[config.mk]
export PLATFORM = sky130hd
export DESIGN_NAME = single_wire_duty_cycle_frame_receiver_unit
export DESIGN_NICKNAME = d
export VERILOG_FILES = /design/src/hw/rtl/swdc_pkg.sv /design/src/hw/rtl/swdc_cfg.sv /design/src/hw/rtl/swdc_step.sv /design/src/hw/rtl/single_wire_duty_cycle_frame_receiver_unit.sv
export SDC_FILE = /design/constraint.sdc
export NUM_CORES = 1
export LEC_CHECK = 0
export BUFFER_PORTS_ARGS = -buffer_cell sky130_fd_sc_hd__clkbuf_2
export CAP_MARGIN = 15
export CORE_AREA = 2 2 115 117
export CTS_CLUSTER_DIAMETER = 200
export CTS_CLUSTER_SIZE = 16
export DETAILED_ROUTE_END_ITERATION = 10
export DIE_AREA = 0 0 117 119
export PLACE_DENSITY = 0.69
export SLEW_MARGIN = 10
export SYNTH_ARGS = -nofsm -noshare
export SYNTH_HDL_FRONTEND = slang
export SYNTH_HIERARCHICAL = 1
export SYNTH_SLANG_ARGS = --single-unit
[constraint.sdc]
create_clock -name clk -period 7.22 [get_ports clk]
set_clock_uncertainty 0.1 [all_clocks]
set_input_delay 1.083 -clock clk [delete_from_list [all_inputs] [get_ports clk]]
set_output_delay 1.083 -clock clk [all_outputs]
set_load 0.01 [all_outputs]
[src/hw/rtl/swdc_pkg.sv]
// Shared types and constants of the single-wire duty-cycle frame receiver.
package swdc_pkg;

    localparam int FRAME_W   = 40;
    localparam int TIME_W    = 8;
    localparam int CFG_IDX_W = 1;
    localparam int CFG_DAT_W = 8;

    localparam logic [FRAME_W-1:0] FRAME_ONES   = '1;
    localparam logic [TIME_W-1:0]  NO_REFERENCE = 8'hff;
    localparam logic [TIME_W-1:0]  SPIKE_LIMIT  = 8'd2;
    localparam logic [TIME_W-1:0]  TOL_RESET    = 8'd3;
    localparam int                 MARK_BIT_A   = 18;
    localparam int                 MARK_BIT_B   = 39;

    typedef enum logic [1:0] {
        OP_START   = 2'd0,
        OP_EDGE    = 2'd1,
        OP_TIMEOUT = 2'd2,
        OP_STOP    = 2'd3
    } op_t;

    typedef enum logic [CFG_IDX_W-1:0] {
        CFG_SPIKE_EN  = 1'd0,
        CFG_START_TOL = 1'd1
    } cfg_idx_t;

    typedef struct packed {
        logic [FRAME_W-1:0] frame;
        logic [TIME_W-1:0]  ref_time;
        logic [TIME_W-1:0]  low_time;
        logic               listening;
    } state_t;

    typedef struct packed {
        logic              spike_en;
        logic [TIME_W-1:0] start_tol;
    } cfg_t;

    typedef struct packed {
        op_t               op;
        logic              level;
        logic [TIME_W-1:0] elapsed;
    } req_t;

endpackage

[src/hw/rtl/swdc_cfg.sv]
// Configuration register file of the frame receiver.
module swdc_cfg (
    input  logic                              clk,
    input  logic                              rst_n,
    input  logic                              wr_en,
    input  logic [swdc_pkg::CFG_IDX_W-1:0]    wr_index,
    input  logic [swdc_pkg::CFG_DAT_W-1:0]    wr_data,
    output swdc_pkg::cfg_t                    cfg
);

    swdc_pkg::cfg_t cfg_reg;
    swdc_pkg::cfg_t cfg_next;

    // Decode the register index and merge the write data
    always_comb
    begin
        cfg_next = cfg_reg;
        if (wr_en)
        begin
            unique case (swdc_pkg::cfg_idx_t'(wr_index))
                swdc_pkg::CFG_SPIKE_EN:  cfg_next.spike_en  = wr_data[0];
                swdc_pkg::CFG_START_TOL: cfg_next.start_tol = wr_data[swdc_pkg::TIME_W-1:0];
                default:                 cfg_next = cfg_reg;
            endcase
        end
    end

    // Hold the settings
    always_ff @(posedge clk or negedge rst_n)
    begin
        if (!rst_n)
        begin
            cfg_reg.spike_en  <= 1'b0;
            cfg_reg.start_tol <= swdc_pkg::TOL_RESET;
        end
        else
        begin
            cfg_reg <= cfg_next;
        end
    end

    assign cfg = cfg_reg;

endmodule

[src/hw/rtl/swdc_step.sv]
// Next-state and result logic for one request of the frame receiver.
module swdc_step (
    input  swdc_pkg::req_t    req,
    input  swdc_pkg::cfg_t    cfg,
    input  swdc_pkg::state_t  cur,
    output swdc_pkg::state_t  nxt,
    output logic              ok
);

    logic                        spike;
    logic [swdc_pkg::TIME_W-1:0] diff;
    logic                        mark_seen;

    // Spike test, start-bit distance and end-of-frame marker
    always_comb
    begin
        spike     = cfg.spike_en && (req.elapsed < swdc_pkg::SPIKE_LIMIT);
        diff      = (cur.low_time > req.elapsed) ? (cur.low_time - req.elapsed)
                                                 : (req.elapsed - cur.low_time);
        mark_seen = !cur.frame[swdc_pkg::MARK_BIT_A] || !cur.frame[swdc_pkg::MARK_BIT_B];
    end

    // Decode the opcode and work out the next state
    always_comb
    begin
        nxt = cur;
        ok  = 1'b0;
        unique case (req.op)
            swdc_pkg::OP_START:
            begin
                nxt.listening = 1'b1;
                nxt.ref_time  = swdc_pkg::NO_REFERENCE;
                nxt.low_time  = '0;
                nxt.frame     = swdc_pkg::FRAME_ONES;
            end
            swdc_pkg::OP_EDGE:
            begin
                if (cur.listening && !spike)
                begin
                    if (req.level)
                    begin
                        nxt.low_time = req.elapsed;
                        if (cur.ref_time != swdc_pkg::NO_REFERENCE)
                        begin
                            nxt.frame = {cur.frame[swdc_pkg::FRAME_W-2:0],
                                         (req.elapsed < cur.ref_time)};
                        end
                    end
                    else if (diff < cfg.start_tol)
                    begin
                        nxt.ref_time = req.elapsed;
                    end
                end
            end
            swdc_pkg::OP_TIMEOUT:
            begin
                if (cur.listening)
                begin
                    if (mark_seen)
                    begin
                        nxt.listening = 1'b0;
                    end
                    else
                    begin
                        nxt.frame    = swdc_pkg::FRAME_ONES;
                        nxt.low_time = '0;
                    end
                end
            end
            swdc_pkg::OP_STOP:
            begin
                if (cur.listening)
                begin
                    nxt.listening = 1'b0;
                    nxt.frame     = swdc_pkg::FRAME_ONES;
                end
                else
                begin
                    ok = 1'b1;
                end
            end
            default:
            begin
                nxt = cur;
            end
        endcase
    end

endmodule

[src/hw/rtl/single_wire_duty_cycle_frame_receiver_unit.sv]
// Top level of the single-wire duty-cycle frame receiver.
//
// Requests (opcode, level, elapsed) enter on the input channel: a request is
// taken at a clock edge with in_valid high and in_stall low. Each request gives
// exactly one result (frame, armed, success) on the output channel, taken at an
// edge with out_valid high and out_stall low.
// A request passes the input register, then the result register. Throughput
// is one request per cycle while out_stall is low; the input register keeps
// taking requests while the result is being taken, since both registers
// advance together whenever the result register is empty or being drained.
// When the receiver stalls, the result holds; one more request is absorbed in
// the input register and in_stall then rises until the result is taken.
// Configuration writes (index 0 spike filter enable, index 1 start tolerance)
// are always ready and apply to requests that reach the result stage later.
// Reset clears both stages, disarms the receiver, fills the frame with ones,
// sets the reference time to 255, the low time to 0, the spike filter off and
// the start tolerance to 3.
module single_wire_duty_cycle_frame_receiver_unit (
    input  logic                            clk,
    input  logic                            rst_n,
    input  logic                            in_valid,
    output logic                            in_stall,
    input  logic [1:0]                      opcode,
    input  logic                            level,
    input  logic [swdc_pkg::TIME_W-1:0]     elapsed,
    output logic                            out_valid,
    input  logic                            out_stall,
    output logic [swdc_pkg::FRAME_W-1:0]    frame,
    output logic                            armed,
    output logic                            success,
    input  logic                            cfg_valid,
    output logic                            cfg_ready,
    input  logic [swdc_pkg::CFG_IDX_W-1:0]  cfg_index,
    input  logic [swdc_pkg::CFG_DAT_W-1:0]  cfg_data
);

    swdc_pkg::cfg_t   cfg;
    swdc_pkg::req_t   req_reg;
    swdc_pkg::state_t st_reg;
    swdc_pkg::state_t st_next;
    logic             in_vld_reg;
    logic             out_vld_reg;
    logic [swdc_pkg::FRAME_W-1:0] frame_reg;
    logic             armed_reg;
    logic             success_reg;
    logic             ok;
    logic             out_free;
    logic             load_out;

    // Configuration registers
    assign cfg_ready = 1'b1;

    swdc_cfg u_cfg (
        .clk      (clk),
        .rst_n    (rst_n),
        .wr_en    (cfg_valid && cfg_ready),
        .wr_index (cfg_index),
        .wr_data  (cfg_data),
        .cfg      (cfg)
    );

    // Advance control: result stage frees up when empty or drained
    assign out_free = !out_vld_reg || !out_stall;
    assign load_out = in_vld_reg && out_free;
    assign in_stall = in_vld_reg && !out_free;

    // Input register valid
    always_ff @(posedge clk or negedge rst_n)
    begin
        if (!rst_n)
        begin
            in_vld_reg <= 1'b0;
        end
        else if (!in_stall)
        begin
            in_vld_reg <= in_valid;
        end
    end

    // Input register payload
    always_ff @(posedge clk)
    begin
        if (in_valid && !in_stall)
        begin
            req_reg.op      <= swdc_pkg::op_t'(opcode);
            req_reg.level   <= level;
            req_reg.elapsed <= elapsed;
        end
    end

    // Next state for the request in the input register
    swdc_step u_step (
        .req (req_reg),
        .cfg (cfg),
        .cur (st_reg),
        .nxt (st_next),
        .ok  (ok)
    );

    // Receiver state, updated as each request moves to the result stage
    always_ff @(posedge clk or negedge rst_n)
    begin
        if (!rst_n)
        begin
            st_reg.frame     <= swdc_pkg::FRAME_ONES;
            st_reg.ref_time  <= swdc_pkg::NO_REFERENCE;
            st_reg.low_time  <= '0;
            st_reg.listening <= 1'b0;
        end
        else if (load_out)
        begin
            st_reg <= st_next;
        end
    end

    // Result register valid
    always_ff @(posedge clk or negedge rst_n)
    begin
        if (!rst_n)
        begin
            out_vld_reg <= 1'b0;
        end
        else if (out_free)
        begin
            out_vld_reg <= in_vld_reg;
        end
    end

    // Result register payload
    always_ff @(posedge clk)
    begin
        if (load_out)
        begin
            frame_reg   <= st_next.frame;
            armed_reg   <= st_next.listening;
            success_reg <= ok;
        end
    end

    assign out_valid = out_vld_reg;
    assign frame     = frame_reg;
    assign armed     = armed_reg;
    assign success   = success_reg;

    // A stop request always leaves the receiver disarmed
    a_stop_disarms: assert property (@(posedge clk) disable iff (!rst_n)
        load_out && (req_reg.op == swdc_pkg::OP_STOP) |=> !armed)
        else $error("stop request left the receiver armed");

    // Success is only reported with a disarmed receiver
    a_success_idle: assert property (@(posedge clk) disable iff (!rst_n)
        out_valid && success |-> !armed)
        else $error("success reported while armed");

    // The published armed flag follows the internal state
    a_armed_tracks: assert property (@(posedge clk) disable iff (!rst_n)
        load_out |=> (armed == st_reg.listening) && (frame == st_reg.frame))
        else $error("result does not match receiver state");

    // Input side only stalls with a request held
    a_stall_full: assert property (@(posedge clk) disable iff (!rst_n)
        in_stall |-> in_vld_reg && out_vld_reg)
        else $error("input stalled with nothing held");

endmodule
Yosys cells after proc, flatten, opt, wreduce, memory -nomap -nowiden:

Cells that the tools add are included.

* shift-type cells: 0
* order comparisons: 4
* multiply operators: 0
* bitwise logic cells: 1
* multiplexer cells: 18
* $add $sub $neg: 2
* eq/ne operators: 10
* div/mod/pow operators: 0
* reduce and logical (&&, ||, !) cells: 21

Operator list (number)
* two-way mux 40 bit: 5
* one-hot mux 40 bit (4 select lines): 1
* two-way mux 56 bit: 1
* two-way mux 8 bit: 5
* one-hot mux 8 bit (3 select lines): 1
* less-than comparator 8 bit: 2
* one-hot mux 8 bit (2 select lines): 1
* subtractor 8 bit: 2
* two-way mux 9 bit: 1
* greater-than comparator 8 bit: 1
* less-than comparator 8 x 2 -> 1 bit, second input constant: 1
* != test 2 bit, second input constant: 4
* != test 8 bit, second input constant: 1
* logical NOT 1 bit: 7
* AND reduction 6 bit: 1
* logical AND 1 bit: 5
* AND reduction 5 bit: 1
* equality test 2 bit, second input constant: 2
* != test 2 x 1 -> 1 bit, second input constant: 2
* AND reduction 2 bit: 2
* one-hot mux 1 bit (3 select lines): 1
* nonzero test 3 bit: 1
* equality test 2 x 1 -> 1 bit, second input constant: 1
* logical NOT 2 bit: 1
* other kinds (4): 6

* memory bits (read-only): 0
* word-level logic and storage cells: 70
* memories kept: 0
* bits in latches: 0
* output and inout port bits: 45
* flip-flop bits (word level): 121
* RAM bits: 0

Depth between registers and ports, before layout:

Gate-level depths: netlist of the first run.

* depth after elaboration: 7
* gate-level depth with buffers: 20
* gate-level depth less buffers: 18

Cells and area by module:

Netlist of the first run, hierarchy kept.

By module, submodules not included
* single_wire_duty_cycle_frame_receiver_unit: instances 1, area an instance 3973.8 um2, cells an instance 183, seq. area each 3128.0 um2
* swdc_step: instances 1, area an instance 1938.1 um2, cells an instance 292, seq. area each 0.0 um2
* swdc_cfg: instances 1, area an instance 341.6 um2, cells an instance 20, seq. area each 227.7 um2

Worst setup path after synthesis of the first run:

No wires, ideal clock.

* path kind: reg2reg
* start: reg st_reg[1] in the netlist's numbering
* end: reg st_reg[10] in the netlist's numbering
* arrival: 3.630 ns
* cell stages (with the launch flop): 18
* buffers on the path: 1
* slack: 3.408 ns
* data required time: 7.038 ns
* library setup time: 0.082 ns
* cells stage by stage: dfrtp_1 > inv_1 > ha_1 > inv_1 > fa_1 > a211oi_1 > o211ai_1 > o211ai_2 > buf_6 > mux2_2 > ha_1 > a21boi_0 > o21a_1 > o21a_1 > o21ai_1 > a21oi_1 > a211o_1 > mux2_2

* word-level cells in the longest chain between the ends: 5

RTL lines
* start: declaration: line single_wire_duty_cycle_frame_receiver_unit.sv:39 `swdc_pkg::state_t st_reg;`
* start signal: assignment: line single_wire_duty_cycle_frame_receiver_unit.sv:112 `st_reg <= st_next;`
* subtractor 8 bit, or another cell as far along: line swdc_step.sv:19 `: (req.elapsed - cur.low_time);`
* two-way mux 8 bit *: line swdc_step.sv:18 `diff = (cur.low_time > req.elapsed) ? (cur.low_time - req.elapsed)`
* less-than comparator 8 bit *: line swdc_step.sv:49 `else if (diff < cfg.start_tol)`
* != test 2 x 1 -> 1 bit (no source line) *
* AND reduction 5 bit (no source line) *

Every way passes the cells marked *; elsewhere a longest branch is shown, timed or not.
A chain may end at the register's enable or synchronous reset.

Final worst setup path of the first run:

* start: reg st_reg[1] in the netlist's numbering
* end: reg st_reg[16] in the netlist's numbering

Same word-level chain as after synthesis.

==> impl_metrics.env, run 1 <==
export IMPL_worstPathMaxFanout=13
export IMPL_tightest_slew_ns=1.13
export IMPL_synth_most_common_cell="edfxtp_1"
export IMPL_reg2reg_to="st_reg[16]$_DFFE_PN1P_"
export IMPL_layout_nets=618
export IMPL_synth_cells_most_frequent="edfxtp_1, dfstp_2, mux2_2"
export IMPL_row_count=42
export IMPL_cts_resized_gates=0
export IMPL_cp_startpoint="st_reg[1]$_DFFE_PN0P_"
export IMPL_cp_required_ns=7.46
export IMPL_die_w_um=117
export IMPL_cts_buffers=17
export IMPL_synth_edff_count=53
export IMPL_num_vias=4074
export IMPL_synth_top_area_share=0.255
export IMPL_grt_antenna_before_repair=0
export IMPL_synth_area_leader_cell="edfxtp_1"
export IMPL_dieArea_mm2=0.0139
export IMPL_setup_viol=0
export IMPL_grt_start_max_net_pins=75
export IMPL_synth_flop_cell="edfxtp_1"
export IMPL_grt_use_total=0.192
export IMPL_cts_hold_buffers=0
export IMPL_grt_overflow=0
export IMPL_p_per_area_mw_per_mm2=307
export IMPL_drcViolationCount=0
export IMPL_synth_nets=551
export IMPL_gp_congestion=0.839
export IMPL_htreeDepth=4
export IMPL_leakagePower_nw=2.96
export IMPL_fin_crit_sh=0.606
export IMPL_end_kind="flip-flop"
export IMPL_whs_ns=0.382
export IMPL_r2r_slack_ns=2.85
export IMPL_hold_viol_final=0
export IMPL_clock_latency_ns=0.42
export IMPL_r2r_start="st_reg[1]$_DFFE_PN0P_"
export IMPL_worst_path_max_delay_cell="o21ai_1"
export IMPL_slew_viol_final=0
export IMPL_grt_pass1_wl_mm=20.4
export IMPL_clkTransAtPathRegs_ns=0.05
export IMPL_initial_utilization=0.486
export IMPL_drv_cap=0
export IMPL_clock_root_buffer="clkbuf_16"
export IMPL_ys_ff_latch=121
export IMPL_yosysUniqueCellTypes=53
export IMPL_ant_nets=0
export IMPL_coreArea_mm2=0.0129
export IMPL_fp_dieH_um=119
export IMPL_cts_sinks=121
export IMPL_synth_cells=495
export IMPL_start_kind="flip-flop"
export IMPL_hold_path_class="flip-flop to flip-flop"
export IMPL_hpwlAfterDp_mm=8.24
export IMPL_ios=70
export IMPL_avgSynthCellArea_um2=12.6
export IMPL_syn_cell_area_mm2=0.00625
export IMPL_drive_gt1_frac=0.398
export IMPL_max_slew_margin=0.244
export IMPL_async_flop_share=0.562
export IMPL_max_stage_delay_ns=0.55
export IMPL_crit_end="st_reg[16]$_DFFE_PN1P_"
export IMPL_drtIter0Drc=331
export IMPL_area_growth_pct=15.8
export IMPL_r2r_cells=16
export IMPL_post_route_util=0.563
export IMPL_antenna_cells=0
export IMPL_outcome="completed"
export IMPL_drt_pass1_iterations=5
export IMPL_grt_pass1_vias=4038
export IMPL_wl_per_cell_um=16.5
export IMPL_port_buffers=68
export IMPL_postPlaceCellArea_mm2=0.00666
export IMPL_ys_top_cells_by_area="edfxtp_1, dfstp_2, mux2_2"
export IMPL_worstPathArrival_ns=4.62
export IMPL_cts_setup_buffers=0
export IMPL_cts_tree="done"
export IMPL_min_period_ns=4.37
export IMPL_largest_reg_flops=57
export IMPL_crit_type="flip-flop to flip-flop"
export IMPL_yosys_warnings=6
export IMPL_ys_seq_area_frac=0.537
export IMPL_grt_setup_unrepaired="no"
export IMPL_peakVddDrop_mv=0.170
export IMPL_max_freq_ghz=0.229
export IMPL_setup_tns_ns=0
export IMPL_viasPerCell=5.42
export IMPL_drt_total_wl_mm=12.4
export IMPL_cts_max_path_buffers=2
export IMPL_path_cells="inv_1, ha_1, inv_1, fa_1, a211oi_1, o211ai_1, o211ai_2, mux2_2, ha_1, a21boi_0, o21a_1, o21a_1, o21ai_1, a21oi_1, a211o_1, mux2_2"
export IMPL_final_area_mm2=0.00724
-- stage by stage --
step,worst slack [ns],total power [mW],std cells
global placement,2.99,1.38,719
CTS,2.86,2.24,751
global route,2.61,2.34,751
finish,2.85,2.22,751
floorplan,3.41,1.28,495
detailed placement,2.89,1.40,719
-- how the worst min path moves through the flow --
stage	startpoint	end	slack (ns)	depth (start not counted)
global placement	in_vld_reg$_DFFE_PN0N_	out_valid$_DFFE_PN0P_	0.36	1
CTS	in_vld_reg$_DFFE_PN0N_	out_valid$_DFFE_PN0P_	0.39	1
global route	in_vld_reg$_DFFE_PN0N_	out_valid$_DFFE_PN0P_	0.40	1
detailed placement	in_vld_reg$_DFFE_PN0N_	out_valid$_DFFE_PN0P_	0.38	1
finish	in_vld_reg$_DFFE_PN0N_	out_valid$_DFFE_PN0P_	0.38	1
floorplan	in_vld_reg$_DFFE_PN0N_	out_valid$_DFFE_PN0P_	0.35	1
-- kinds of logic after synthesis --
logic type	after synthesis	synth area share
adder cells (fa/ha/maj)	31	0.0644
multiplexers	72	0.140
AND/OR/NAND/NOR	103	0.0800
other	1	0.000600
buffers and inverters	64	0.0538
flip-flops	121	0.537
AO/OA/AOI/OAI	98	0.117
XOR/XNOR	5	0.00700
-- report_power, final --
part / switching [mW] / leakage [nW] / total [mW] / internal (mW)
logic: 0.283 / 1.53 / 0.509 / 0.226
registers: 0.0618 / 1.15 / 0.890 / 0.828
clock network: 0.304 / 0.280 / 0.822 / 0.517
-- critical path: cells and delay by family (launching register included) --
kind	cells	cell delay [ns]
compound gates	9	2.14
fa+ha+maj	3	0.83
buf+inv	2	0.13
flops	1	0.41
mux	2	0.68
-- layout make-up --
class	count	area (um2)
fillers	1044	5630
flip-flops and latches	121	3360
multi-input cells	310	2560
clock buffers	22	494
repair buffers	71	363
well taps	176	220
inverters	41	154
clock inverters	10	92.6
-- metal layers --
metal / vias up / part of all wire / global-route usage
li1: 1935 / - / -
met1: 1999 / 0.45 / 0.249
met2: 119 / 0.48 / 0.300
met3: 21 / 0.051 / 0.0601
met4: 0 / 0.017 / 0.0728
met5: - / 0 / 0
-- layout by cell type, fill, tap and decap left out, types with 8 or more instances in the layout --
master     netlist  final
a21oi_1         23     22
a22o_1           8      8
clkbuf_16        0     17
clkbuf_2         0     67
dfrtp_1         18     18
dfstp_2         50     50
edfxtp_1        53     53
ha_1            29     29
inv_1           41     41
mux2_2          48     48
mux2_4          19     19
nand2_1         45     45
nand3_1         20     20
nor2_1          11     11
o21ai_0          9      9
o22a_1          21     21
Power figures use the tool's default switching activity.
==> inputs of run 2 (changes only) <==
PLACE_DENSITY = 0.72   (was 0.69)
clock period = 3.5 ns   (was 7.22 ns; I/O delays follow)
==> run 2 against run 1 <==
The run now ends with setup timing left. Critical path depth is 1 higher. Via count is 4.9% higher. Combinational power grew to 2.6 times the previous value. Power is 120% higher. Cell area is 7.5% higher. Final cell count is 6.7% higher. Sequential power is 110% higher. Critical endpoint is now st_reg[13]$_DFFE_PN1P_. Highest routed layer unchanged.
==> impl_metrics.env, run 2 (synthesis results as in run 1) <==
export IMPL_worstPathArrival_ns=4.05
export IMPL_peakVddDrop_mv=0.401
export IMPL_ios=70
export IMPL_grt_overflow=0
export IMPL_start_kind="flip-flop"
export IMPL_viasPerCell=5.34
export IMPL_max_slew_margin=0.468
export IMPL_drive_gt1_frac=0.464
export IMPL_drt_total_wl_mm=13.5
export IMPL_crit_type="flip-flop to flip-flop"
export IMPL_largest_reg_flops=57
export IMPL_grt_pass1_wl_mm=22.3
export IMPL_gp_congestion=0.819
export IMPL_grt_use_total=0.208
export IMPL_worstPathMaxFanout=7
export IMPL_dieArea_mm2=0.0139
export IMPL_crit_top_cell="o21a_1"
export IMPL_grt_setup_unrepaired="yes"
export IMPL_path_cells="inv_1, ha_2, inv_2, fa_2, a211oi_2, o211ai_1, o211ai_4, buf_6, mux2_4, ha_4, a21boi_2, o21a_1, o21a_1, o21a_1, nor2_2, a211o_1, mux2_4"
export IMPL_area_growth_pct=24.5
export IMPL_num_vias=4275
export IMPL_grt_start_max_net_pins=42
export IMPL_setup_tns_ns=-2.44
export IMPL_r2r_cells=17
export IMPL_mostFrequentLayoutCell="clkbuf_2"
export IMPL_cts_sinks=121
export IMPL_cts_tree="done"
export IMPL_htreeDepth=4
export IMPL_drt_pass1_iterations=4
export IMPL_antenna_cells=0
export IMPL_layout_common_cells="clkbuf_2, edfxtp_1, dfstp_2, buf_4, nand2_1"
export IMPL_place_ws_ns=-0.503
export IMPL_cts_buffers=17
export IMPL_p_total_mw=4.89
export IMPL_clock_root_buffer="clkbuf_16"
export IMPL_setup_viol=8
export IMPL_ant_nets=0
export IMPL_hpwlAfterDp_mm=9.48
export IMPL_worst_path_max_delay_cell="dfrtp_1"
export IMPL_layout_nets=668
export IMPL_outcome="complete, but fails checks"
export IMPL_initial_utilization=0.486
export IMPL_row_count=42
export IMPL_grt_antenna_before_repair=0
export IMPL_post_route_util=0.605
export IMPL_tightest_slew_ns=0.799
export IMPL_cts_max_path_buffers=2
export IMPL_hold_path_class="primary input to asynchronous set/reset pin"
export IMPL_min_period_ns=3.81
export IMPL_die_w_um=117
export IMPL_path_delay_family="compound AO/OA/AOI/OAI gates"
export IMPL_drcViolationCount=0
export IMPL_coreArea_mm2=0.0129
export IMPL_cp_required_ns=3.73
export IMPL_port_buffers=68
export IMPL_cts_hold_buffers=0
export IMPL_path_buf_inv=3
export IMPL_end_kind="flip-flop"
export IMPL_fill_cells=1023
export IMPL_drv_cap=0
export IMPL_max_freq_ghz=0.262
export IMPL_max_stage_delay_ns=0.37
export IMPL_hold_viol_final=0
export IMPL_leakagePower_nw=3.26
export IMPL_clkTransAtPathRegs_ns=0.05
export IMPL_setup_slack_ns=-0.314
export IMPL_wl_per_cell_um=16.9
export IMPL_slew_viol_final=0
export IMPL_drtIter0Drc=271
export IMPL_grt_pass1_vias=4401
export IMPL_fp_dieH_um=119
export IMPL_cp_depth=17
export IMPL_clock_latency_ns=0.41
export IMPL_p_per_area_mw_per_mm2=628
export IMPL_violations="setup timing"
export IMPL_fin_crit_sh=1.09
run 2: cell types whose count changed in the layout (fill, tap and decap cells not counted), sizes merged:
cell	delta
clkinvlp	-1
bufinv	+2
clkinv	-4
buf	+50
clkbuf	+3
run 2: final timing paths:
| check | start | to | slack (ns) |
|---|---|---|---|
| setup / recovery | st_reg[1]$_DFFE_PN0P_ | st_reg[13]$_DFFE_PN1P_ | -0.31 |
| hold / removal | rst_n | u_cfg/cfg[8]$_DFFE_PN0P_ | 0.004 |
| max in group asynchronous | rst_n | st_reg[39]$_DFFE_PN1P_ | 2.41 |
| hold reg to reg | in_vld_reg$_DFFE_PN0N_ | out_valid$_DFFE_PN0P_ | 0.39 |
| setup reg to reg | st_reg[1]$_DFFE_PN0P_ | st_reg[13]$_DFFE_PN1P_ | -0.31 |
| min in group clk | elapsed[2] | req_reg[2]$_DFFE_PP_ | 0.19 |
run 2: final cells by class:
class | count | area [um2] | area share
flip-flops and latches | 121 | 3360 | 0.431
inverters | 41 | 154 | 0.0198
clock buffers | 25 | 475 | 0.0610
multi-input cells | 310 | 2690 | 0.346
well taps | 176 | 220 | 0.0283
repair buffers | 121 | 774 | 0.0994
clock inverters | 7 | 118 | 0.0151
run 2: per-stage QoR:
stage	hold WS, ns	area (um2)	cells
finish	0.00399	7790	801
global route	0.0247	7790	801
CTS	0.000480	7740	798
detailed placement	0.398	7070	762
global placement	0.369	7070	762
floorplan	0.129	6320	495
run 2: power by group:
part	leakage [nW]	switching, mW	internal (mW)
Combinational	1.84	0.681	0.633
Clock	0.278	0.588	1.16
Sequential	1.15	0.124	1.71
run 2: timing repair:
action                                  CTS  global route
endpoints found under the setup margin    8             8
cloned                                    0             0
setup buffers                             4             3
pin swaps                                 9             2
resized for setup                        11             5
run 2: metal layers:
layer	wire (um)	global-route usage	vias to the layer above
li1	-	-	2038
met1	5820	0.257	2108
met2	6960	0.354	113
met3	552	0.0545	16
met4	211	0.0640	0
met5	0	0	-
==> inputs of run 3 (changes only) <==
PLACE_DENSITY = 0.69   (was 0.72)
clock period = 3.9 ns   (was 3.5 ns; I/O delays follow)
==> run 3 against run 2 <==
The flow now finishes without violations. Largest power group unchanged. Final cell count shrank 2.7%. Non-clock buffer count shrank 21. Maximum frequency shrank 0.92%. Combinational power shrank 18%. Sequential share of layout area grew 1.2 points. First-iteration DRC count shrank 11%. Via count shrank 3.2%. Register-to-register slack gained 0.36 ns. Core utilization shrank 1.7 points.
==> impl_metrics.env, run 3 (synthesis results as in run 1) <==
export IMPL_num_vias=4138
export IMPL_outcome="completed"
export IMPL_worstPathArrival_ns=4.09
export IMPL_tightest_slew_ns=0.857
export IMPL_path_delay_family="compound AO/OA/AOI/OAI gates"
export IMPL_cts_max_path_buffers=2
export IMPL_crit_type="flip-flop to flip-flop"
export IMPL_setup_slack_ns=0.0509
export IMPL_stdcell_count=779
export IMPL_gp_congestion=0.840
export IMPL_setup_viol=0
export IMPL_slew_viol_final=0
export IMPL_worst_path_max_delay_cell="dfrtp_1"
export IMPL_p_per_area_mw_per_mm2=571
export IMPL_min_period_ns=3.85
export IMPL_ios=70
export IMPL_hold_path_class="primary input to asynchronous set/reset pin"
export IMPL_place_ws_ns=-0.276
export IMPL_max_stage_delay_ns=0.37
export IMPL_antenna_cells=0
export IMPL_area_growth_pct=21.1
export IMPL_drcViolationCount=0
export IMPL_clkTransAtPathRegs_ns=0.05
export IMPL_grt_antenna_before_repair=0
export IMPL_mostFrequentLayoutCell="clkbuf_2"
export IMPL_grt_use_total=0.196
export IMPL_wl_per_cell_um=16.2
export IMPL_dieArea_mm2=0.0139
export IMPL_max_freq_ghz=0.260
export IMPL_final_area_mm2=0.00758
export IMPL_row_count=42
export IMPL_die_w_um=117
export IMPL_drv_cap=0
export IMPL_drt_pass1_iterations=5
export IMPL_regArea_mm2=0.00336
export IMPL_fin_crit_sh=0.987
export IMPL_clock_latency_ns=0.41
export IMPL_multiInputGateArea_mm2=0.00263
export IMPL_hpwlAfterDp_mm=8.49
export IMPL_layout_common_cells="clkbuf_2, edfxtp_1, dfstp_2, mux2_2, nand2_1"
export IMPL_grt_overflow=0
export IMPL_clock_root_buffer="clkbuf_16"
export IMPL_post_route_util=0.588
export IMPL_grt_pass1_wl_mm=20.9
export IMPL_p_total_mw=4.33
export IMPL_largest_reg_flops=57
export IMPL_layout_nets=647
export IMPL_cts_sinks=121
export IMPL_viasPerCell=5.31
export IMPL_peakVddDrop_mv=0.302
export IMPL_max_slew_margin=0.428
export IMPL_path_buf_inv=3
export IMPL_grt_pass1_vias=4154
export IMPL_ant_nets=0
export IMPL_cts_buffers=17
export IMPL_end_kind="flip-flop"
export IMPL_path_cells="inv_1, ha_2, inv_2, fa_2, a211oi_2, o211ai_1, o211ai_2, buf_4, mux2i_1, o221ai_2, xor2_1, ha_1, nor2b_4, o21ai_4, and3_4, a21oi_1, a211o_1, mux2_2"
export IMPL_fill_cells=1045
export IMPL_leakagePower_nw=3.13
export IMPL_cts_tree="done"
export IMPL_coreArea_mm2=0.0129
export IMPL_postPlaceCellArea_mm2=0.00686
export IMPL_dp_cells=742
export IMPL_grt_start_max_net_pins=100
export IMPL_port_buffers=68
export IMPL_grt_setup_unrepaired="yes"
export IMPL_cp_required_ns=4.14
export IMPL_hold_viol_final=0
export IMPL_drive_gt1_frac=0.441
export IMPL_drtIter0Drc=240
export IMPL_fp_dieH_um=119
export IMPL_worstPathMaxFanout=8
export IMPL_start_kind="flip-flop"
export IMPL_htreeDepth=4
export IMPL_initial_utilization=0.486
export IMPL_drt_total_wl_mm=12.6
[run 3: cell count changes in the layout (fill, tap and decap cells not counted), sizes merged]
cell	change
buf	-21
clkbuf	-6
clkinv	+4
bufinv	+1
clkinvlp	-1
inv	+1
[run 3: worst paths after layout]
path                                        start  depth (start not counted)  slack (ns)                       end
setup / recovery            st_reg[1]$_DFFE_PN0P_                         18        0.05    st_reg[15]$_DFFE_PN1P_
hold reg to reg            in_vld_reg$_DFFE_PN0N_                          1        0.39     out_valid$_DFFE_PN0P_
min in group clk                            level                          1        0.25      req_reg[8]$_DFFE_PP_
max in group asynchronous                   rst_n                          2        2.54    st_reg[28]$_DFFE_PN1P_
hold / removal                              rst_n                          1        0.19  u_cfg/cfg[7]$_DFFE_PN0P_
setup reg to reg            st_reg[1]$_DFFE_PN0P_                         18        0.05    st_reg[15]$_DFFE_PN1P_
[run 3: timing repair]
action                                  CTS  global route
pin swaps                                 1             4
buffers inserted                          3             3
resized for setup                         6            12
endpoints found under the setup margin    8             8
hold buffers                              0             0
[run 3: per-stage QoR]
stage | setup TNS, ns | hold slack (ns)
6_report | 0 | 0.191
5_1_grt | -0.680 | 0.222
4_1_cts | 0 | 0.210
3_5_place_dp | -1.80 | 0.386
3_3_place_gp | -0.880 | 0.363
2_1_floorplan | 0 | 0.189
[run 3: layer usage]
| metal | global-route usage | wire [um] |
|---|---|---|
| met1 | 0.258 | 5530 |
| met4 | 0.0794 | 140 |
| met5 | 0 | 0 |
| met3 | 0.0519 | 613 |
| met2 | 0.306 | 6310 |
[run 3: layout make-up]
type	instances	share of cell area
clock inverter	12	0.0231
multi-input combinational	310	0.347
inverter	41	0.0203
clock buffer	19	0.0571
sequential	121	0.443
tap	176	0.0291
timing repair buffer	100	0.0804
[run 3: power by group]
group	internal [mW]	total (mW)	leakage (nW)	switching, mW
clock	1.06	1.62	0.291	0.553
combinational	0.510	1.07	1.70	0.563
sequential	1.53	1.64	1.15	0.106
[run 3: worst register-to-register path, stage by stage, from the launching register on]
cell      delay [ns]
dfrtp_1         0.37
inv_1           0.06
ha_2            0.17
inv_2           0.04
fa_2            0.34
a211oi_2        0.27
o211ai_1        0.12
o211ai_2        0.15
buf_4           0.18
mux2i_1         0.20
o221ai_2        0.12
xor2_1          0.16
ha_1            0.29
nor2b_4         0.14
o21ai_4         0.18
and3_4          0.28
a21oi_1         0.09
a211o_1         0.27
mux2_2          0.26
